$ cat config.mk
export PLATFORM = sky130hd
export DESIGN_NAME = udtp_ctrl
export DESIGN_NICKNAME = d
export VERILOG_FILES = /design/src/hdl/udtp_pkg.sv /design/src/hdl/udtp_ctrl.sv
export SDC_FILE = /design/constraint.sdc
export NUM_CORES = 1
export LEC_CHECK = 0
export BUFFER_PORTS_ARGS = -buffer_cell sky130_fd_sc_hd__buf_2
export CAP_MARGIN = 10
export CELL_PAD_IN_SITES_DETAIL_PLACEMENT = 1
export CELL_PAD_IN_SITES_GLOBAL_PLACEMENT = 2
export CORE_AREA = 2 2 54 56
export CTS_CLUSTER_SIZE = 10
export DETAILED_ROUTE_END_ITERATION = 8
export DIE_AREA = 0 0 56 58
export GPL_ROUTABILITY_DRIVEN = 0
export GPL_TIMING_DRIVEN = 0
export MAX_ROUTING_LAYER = met4
export PLACE_DENSITY = 0.79
export SLEW_MARGIN = 20
export SYNTH_ARGS = -nofsm -noshare
export SYNTH_HDL_FRONTEND = slang
export SYNTH_SLANG_ARGS = --single-unit
$ cat constraint.sdc
create_clock -name i_clk -period 1.7 [get_ports i_clk]
set_input_delay 0.085 -clock i_clk [delete_from_list [all_inputs] [get_ports i_clk]]
set_output_delay 0.085 -clock i_clk [all_outputs]
set_load 0.005 [all_outputs]
$ cat src/hdl/udtp_pkg.sv
package udtp_pkg;

    // request and result kinds
    localparam logic REQ_LOAD    = 1'b0;
    localparam logic REQ_FIND    = 1'b1;
    localparam logic KIND_STATUS = 1'b0;
    localparam logic KIND_FIND   = 1'b1;

    // descriptor types and lengths
    localparam logic [7:0] DESC_CONFIG    = 8'd2;
    localparam logic [7:0] DESC_INTERFACE = 8'd4;
    localparam logic [7:0] DESC_ENDPOINT  = 8'd5;
    localparam logic [7:0] LEN_CONFIG     = 8'd9;
    localparam logic [7:0] LEN_INTERFACE  = 8'd9;
    localparam logic [7:0] LEN_ENDPOINT   = 8'd7;

    // parse status codes
    typedef enum logic [2:0] {
        ERR_NONE     = 3'd0,
        ERR_ZERO_LEN = 3'd1,
        ERR_ORDER    = 3'd2,
        ERR_LENGTH   = 3'd3,
        ERR_LEFTOVER = 3'd4,
        ERR_CAPACITY = 3'd5
    } t_err;

    typedef struct packed {
        logic       req_type;
        logic [7:0] data_byte;
        logic       last_byte;
        logic [3:0] ep_number;
    } t_in_word;

    typedef struct packed {
        logic        result_kind;
        logic        parse_ok;
        logic [2:0]  error_code;
        logic        found;
        logic [3:0]  interface_index;
        logic [3:0]  endpoint_slot;
        logic [7:0]  endpoint_address;
        logic [7:0]  endpoint_attributes;
        logic [15:0] max_packet_size;
        logic [7:0]  poll_interval;
    } t_out_word;

    // controller states
    typedef enum logic [3:0] {
        ST_IDLE,
        ST_W_INIT,
        ST_W_LOOP,
        ST_W_FETCH,
        ST_W_CAP,
        ST_W_EVAL,
        ST_P_FIN,
        ST_F_INIT,
        ST_F_IF,
        ST_F_IFW,
        ST_F_SLOT,
        ST_F_EPW,
        ST_EMIT
    } t_state;

    // datapath operations
    typedef enum logic [3:0] {
        DP_NOP,
        DP_ACCEPT,
        DP_WALK_INIT,
        DP_WALK_CHECK,
        DP_FETCH,
        DP_CAPTURE,
        DP_EVAL,
        DP_PARSE_FIN,
        DP_FIND_INIT,
        DP_IF_READ,
        DP_IF_LATCH,
        DP_SLOT,
        DP_EP_CHECK,
        DP_EMIT
    } t_dp_op;

    typedef struct packed {
        t_dp_op op;
    } t_dp_cmd;

    typedef struct packed {
        logic overflow;
        logic rem_more;
        logic cap_done;
        logic eval_fail;
        logic tree_valid;
        logic if_end;
        logic slot_end;
        logic slot_filled;
        logic want_zero;
        logic ep_match;
        logic out_free;
    } t_dp_status;

endpackage

$ cat src/hdl/udtp_ctrl.sv
module udtp_ctrl import udtp_pkg::*; (
    input  logic       i_clk,
    input  logic       i_rst_n,
    input  logic       i_in_valid,
    input  t_in_word   i_in_word,
    input  t_dp_status i_status,
    output logic       o_in_stall,
    output t_dp_cmd    o_cmd
);

    t_state r_state, n_state;

    // next state
    always_comb begin
        n_state = r_state;
        case (r_state)
            ST_IDLE: begin
                if (i_in_valid) begin
                    if (i_in_word.req_type == REQ_FIND) begin
                        n_state = ST_F_INIT;
                    end else if (i_in_word.last_byte) begin
                        n_state = ST_W_INIT;
                    end
                end
            end
            ST_W_INIT:  n_state = i_status.overflow ? ST_P_FIN : ST_W_LOOP;
            ST_W_LOOP:  n_state = i_status.rem_more ? ST_W_FETCH : ST_P_FIN;
            ST_W_FETCH: n_state = ST_W_CAP;
            ST_W_CAP:   n_state = i_status.cap_done ? ST_W_EVAL : ST_W_FETCH;
            ST_W_EVAL:  n_state = i_status.eval_fail ? ST_P_FIN : ST_W_LOOP;
            ST_P_FIN:   n_state = ST_EMIT;
            ST_F_INIT:  n_state = i_status.tree_valid ? ST_F_IF : ST_EMIT;
            ST_F_IF:    n_state = i_status.if_end ? ST_EMIT : ST_F_IFW;
            ST_F_IFW:   n_state = ST_F_SLOT;
            ST_F_SLOT: begin
                if (i_status.slot_end) begin
                    n_state = ST_F_IF;
                end else if (i_status.slot_filled) begin
                    n_state = ST_F_EPW;
                end else if (i_status.want_zero) begin
                    n_state = ST_EMIT;
                end
            end
            ST_F_EPW:   n_state = i_status.ep_match ? ST_EMIT : ST_F_SLOT;
            ST_EMIT:    n_state = i_status.out_free ? ST_IDLE : ST_EMIT;
            default:    n_state = ST_IDLE;
        endcase
    end

    // commands
    always_comb begin
        o_in_stall = 1'b1;
        o_cmd.op   = DP_NOP;
        case (r_state)
            ST_IDLE: begin
                o_in_stall = 1'b0;
                o_cmd.op   = i_in_valid ? DP_ACCEPT : DP_NOP;
            end
            ST_W_INIT:  o_cmd.op = DP_WALK_INIT;
            ST_W_LOOP:  o_cmd.op = DP_WALK_CHECK;
            ST_W_FETCH: o_cmd.op = DP_FETCH;
            ST_W_CAP:   o_cmd.op = DP_CAPTURE;
            ST_W_EVAL:  o_cmd.op = DP_EVAL;
            ST_P_FIN:   o_cmd.op = DP_PARSE_FIN;
            ST_F_INIT:  o_cmd.op = DP_FIND_INIT;
            ST_F_IF:    o_cmd.op = DP_IF_READ;
            ST_F_IFW:   o_cmd.op = DP_IF_LATCH;
            ST_F_SLOT:  o_cmd.op = DP_SLOT;
            ST_F_EPW:   o_cmd.op = DP_EP_CHECK;
            ST_EMIT:    o_cmd.op = i_status.out_free ? DP_EMIT : DP_NOP;
            default:    o_cmd.op = DP_NOP;
        endcase
    end

    always_ff @(posedge i_clk) begin
        if (!i_rst_n) begin
            r_state <= ST_IDLE;
        end else begin
            r_state <= n_state;
        end
    end

endmodule

==> metrics.md <==
| Metric | Value |
|---|---|
| Chip height | 58 um |
| DR WL met2 | roughly 750 um |
| WP data arrival | between 1 and 1.5 ns |
| Finished Layout Cells | about 120 |
| Vias per cell | 4.675 |
| Core ar. | roughly 2700 um^2 |
| Area grow syn2layout | 35.48% |
| CTS clock-pin slew for the worst setup and hold paths | around 0.04 ns |
| Final setup violation count | 0 |
| First-pass iteration count of the detailed router | 4 |
| Max-slew violations | 0 |
| Slew @ Worst Pin | 0.3982 ns |
| Inserted Clock Buffers | 3 |
| I/O Pins | 33 |
| Ys flop type | dfxtp_1 |
| Status | finished, final reports clean |
| Final Instance Area | roughly 630 um^2 |
| WL met3 | ~54 um |
| Die ar. | around 3200 um^2 |
| Post-layout nets | approximately 120 |
| Share of cells above drive strength 1 | 34.78% |
| HPWL Detailed | 1.242 mm |
| Buf/Inv on CP | 3 |
| Synth top area share | between 10% and 20% |
| Largest cells by area after synthesis | dfxtp_1 (17%), a21oi_1 (9.7%), nand2_1 (7.3%), nor2_1 (5.6%), nor3_1 (3.2%) |
| Hold Fails Final Rpt | 0 |
| CP startpoint kind | flop |
| Skew final | 0.001636 ns |
| Post-synth EDFFs | 0 |
| Synthesized area | about 470 um^2 |
| Drt drc | 0 |
| Std cell rows | 19 |
| Crit path kind | flop to primary output |
| Final period demand of the worst path | ~1.6 ns |
| DRT met1 WL | around 700 um |
| Fmax | 0.6378 GHz |
| Top Metal Used | met3 |
| H-tree levels | 1 |
| Yosys cell types | 30 |
| Placed instance area | between 600 and 700 um^2 |
| Post-synthesis mux area share | 2.151% |
| Max_cap viols | 0 |
| Initial antenna violation count | 0 |
| Max_slew headroom | 73.46% |
| Synth Area in Simple Gates | between 20 and 30% |
| # clock sinks | 4 |
| Min-Delay Path Class | input port to flop |
| Util after Layout | 23.68% |
| Routed wire length per instance | between 10 and 15 um |
| Largest Register | r_state |
| Regs by FF count | r_state: 4 flops |
| Largest family of logic cells by synthesized area | compound AO/OA/AOI/OAI gates |
| Die Wd | around 56 um |
| CP delay by family, top | buffers and inverters |
| Postcts setup bufs | 0 |
| Adder-cell share of the synthesized area | 0% |
| Fin crit share | 92.23% |
| Clock root buffer | clkbuf_4 |
| Cell taking the most area after synthesis | dfxtp_1 |
| DRT iter0 DRCs | 4 |
| CP max FO | 10 |
| Avg Inst Size Synth | approximately 6.7 um^2 |
| CTS tree | built |
| Hold-fix buffers, CTS | 0 |
| R2r setup slk | 0.15 ns |
| Crit-path cells | buf_4 > clkbuf_1 > nand2_1 > a21oi_1 > nor3_1 > buf_2 |
| Setup_tns | 0 ns |
| Async S/R FF share, synth | 0% |
| Leakage | 0.0002569 uW |
| Global-route wire length before repair | roughly 2.6 mm |
| CP max-delay cell | clkbuf_1 |
| Antenna fix cells | 0 |
| Power per Cell Area | 1649 nW/um^2 |
| Via count | between 500 and 600 |
| Post-Synth XOR/XNOR Area | under 10% |
| Critical Path RT | ~1.6 ns |
| Overflow left after global routing | 0 |
| Seq cells post-synth | 4 |
| Yosys warns | 0 |
| Syn_nets | 97 |
| Peak VDD IR | between 0.4 and 0.5 mV |
| Routed wire length | between 1.5 and 2 mm |
| Gr usage total | between 10% and 20% |
| DRT antenna net count | 0 |
| Clock Latency Late Sink | ~0.23 ns |
| RSZ-0062 raised after global routing | yes |
| Crit end category | primary output |
| Largest net degree at the start of global routing | 11 |
| Vias in the first global route | about 580 |
| Largest stage delay, worst path | 0.34 ns |
| Starting Density | 17.48% |
| Compound-Gate Fraction of Synth Area | approximately two fifths |
| Commonest cells post-synth | a21oi_1 (9), nand2_1 (9), nor2_1 (7) |
| Clk buf depth | 2 |
| Gate Count Post-Synth | a little under 70 |
| Seq/Total Area, Yosys | between 10% and 20% |
| Max reg flops | 4 |
| Inst Count DP | 120 |
| Buffers on Ports | 20 |
## layer usage
metal	vias to the layer above	GRT usage (%)
met5	-	-
met4	0	3.061
met3	0	2.232
met2	10	17.14
met1	261	12.89
li1	304	-
## cells by family (layout without fill, tap and decap cells)
| logic type | count (synthesis) | in the layout |
|---|---|---|
| muxes | 1 | 1 |
| AOI/OAI and AO/OA | 27 | 27 |
| xor gates and xnor gates | 1 | 1 |
| DFF | 4 | 4 |
| and+or+nand+nor | 26 | 26 |
| buffers and inverters | 10 | 33 |
## timing repair
item | CTS | global route
cloned | 0 | 0
gates resized for setup | 2 | 3
setup endpoints to repair | 2 | 4
## path summary, 6_finish.rpt
| kind | startpoint | endpoint | cells past startpoint |
|---|---|---|---|
| setup reg to reg | r_state[3] | r_state[1] | 5 |
| setup / recovery | r_state[3] | o_cmd[0] | 6 |
| hold / removal | i_rst_n | r_state[3] | 2 |
| hold reg to reg | r_state[1] | r_state[2] | 3 |
## report_power, final
| part | switching (uW) | total [uW] | internal, uW |
|---|---|---|---|
| sequential | 44.0 | 178 | 134 |
| clock | 33.7 | 112 | 78.6 |
| combinational | 409 | 749 | 340 |
| total | 487 | 1040 | 553 |
## cells in the final DEF (no fill, tap or decap), drive strengths merged
master and n:
mux2i 1, a31oi 2, nand2b 2, a22oi 2, clkbuf 6, buf 23, a21oi 9, o211ai 1
dfxtp 4, o221ai 1, a32o 1, nor4 1, nor2 7, a311oi 1, xnor2 1, o22a 1
o21ai 3, or4 1, or3 1, o41a 1, inv 4, o221a 1, nand2 9, o32a 1
nor3 3, o21a 2, nor2b 2, o31ai 1
## stage by stage
stage	power, uW	worst slack, ns	hold slack, ns
2_1_floorplan	704.3	0.3025	0.1936
4_1_cts	1055	0.08811	0.1199
5_1_grt	1160	-0.01028	0.1252
3_3_place_gp	921.7	0.1085	0.3350
3_5_place_dp	926.6	0.07354	0.3607
6_report	1040	0.1321	0.1202
## final cells by class
type / instances / area (um^2)
Sequential cell: 4 / 80.08
Fill cell: 345 / 2032
Buffer: 6 / 31.28
Timing Repair Buffer: 20 / 100.1
Inverter: 4 / 15.01
Clock buffer: 3 / 22.52
Multi-Input combinational cell: 55 / 342.8
Tap cell: 31 / 38.79
Power figures use the tool's default switching activity.
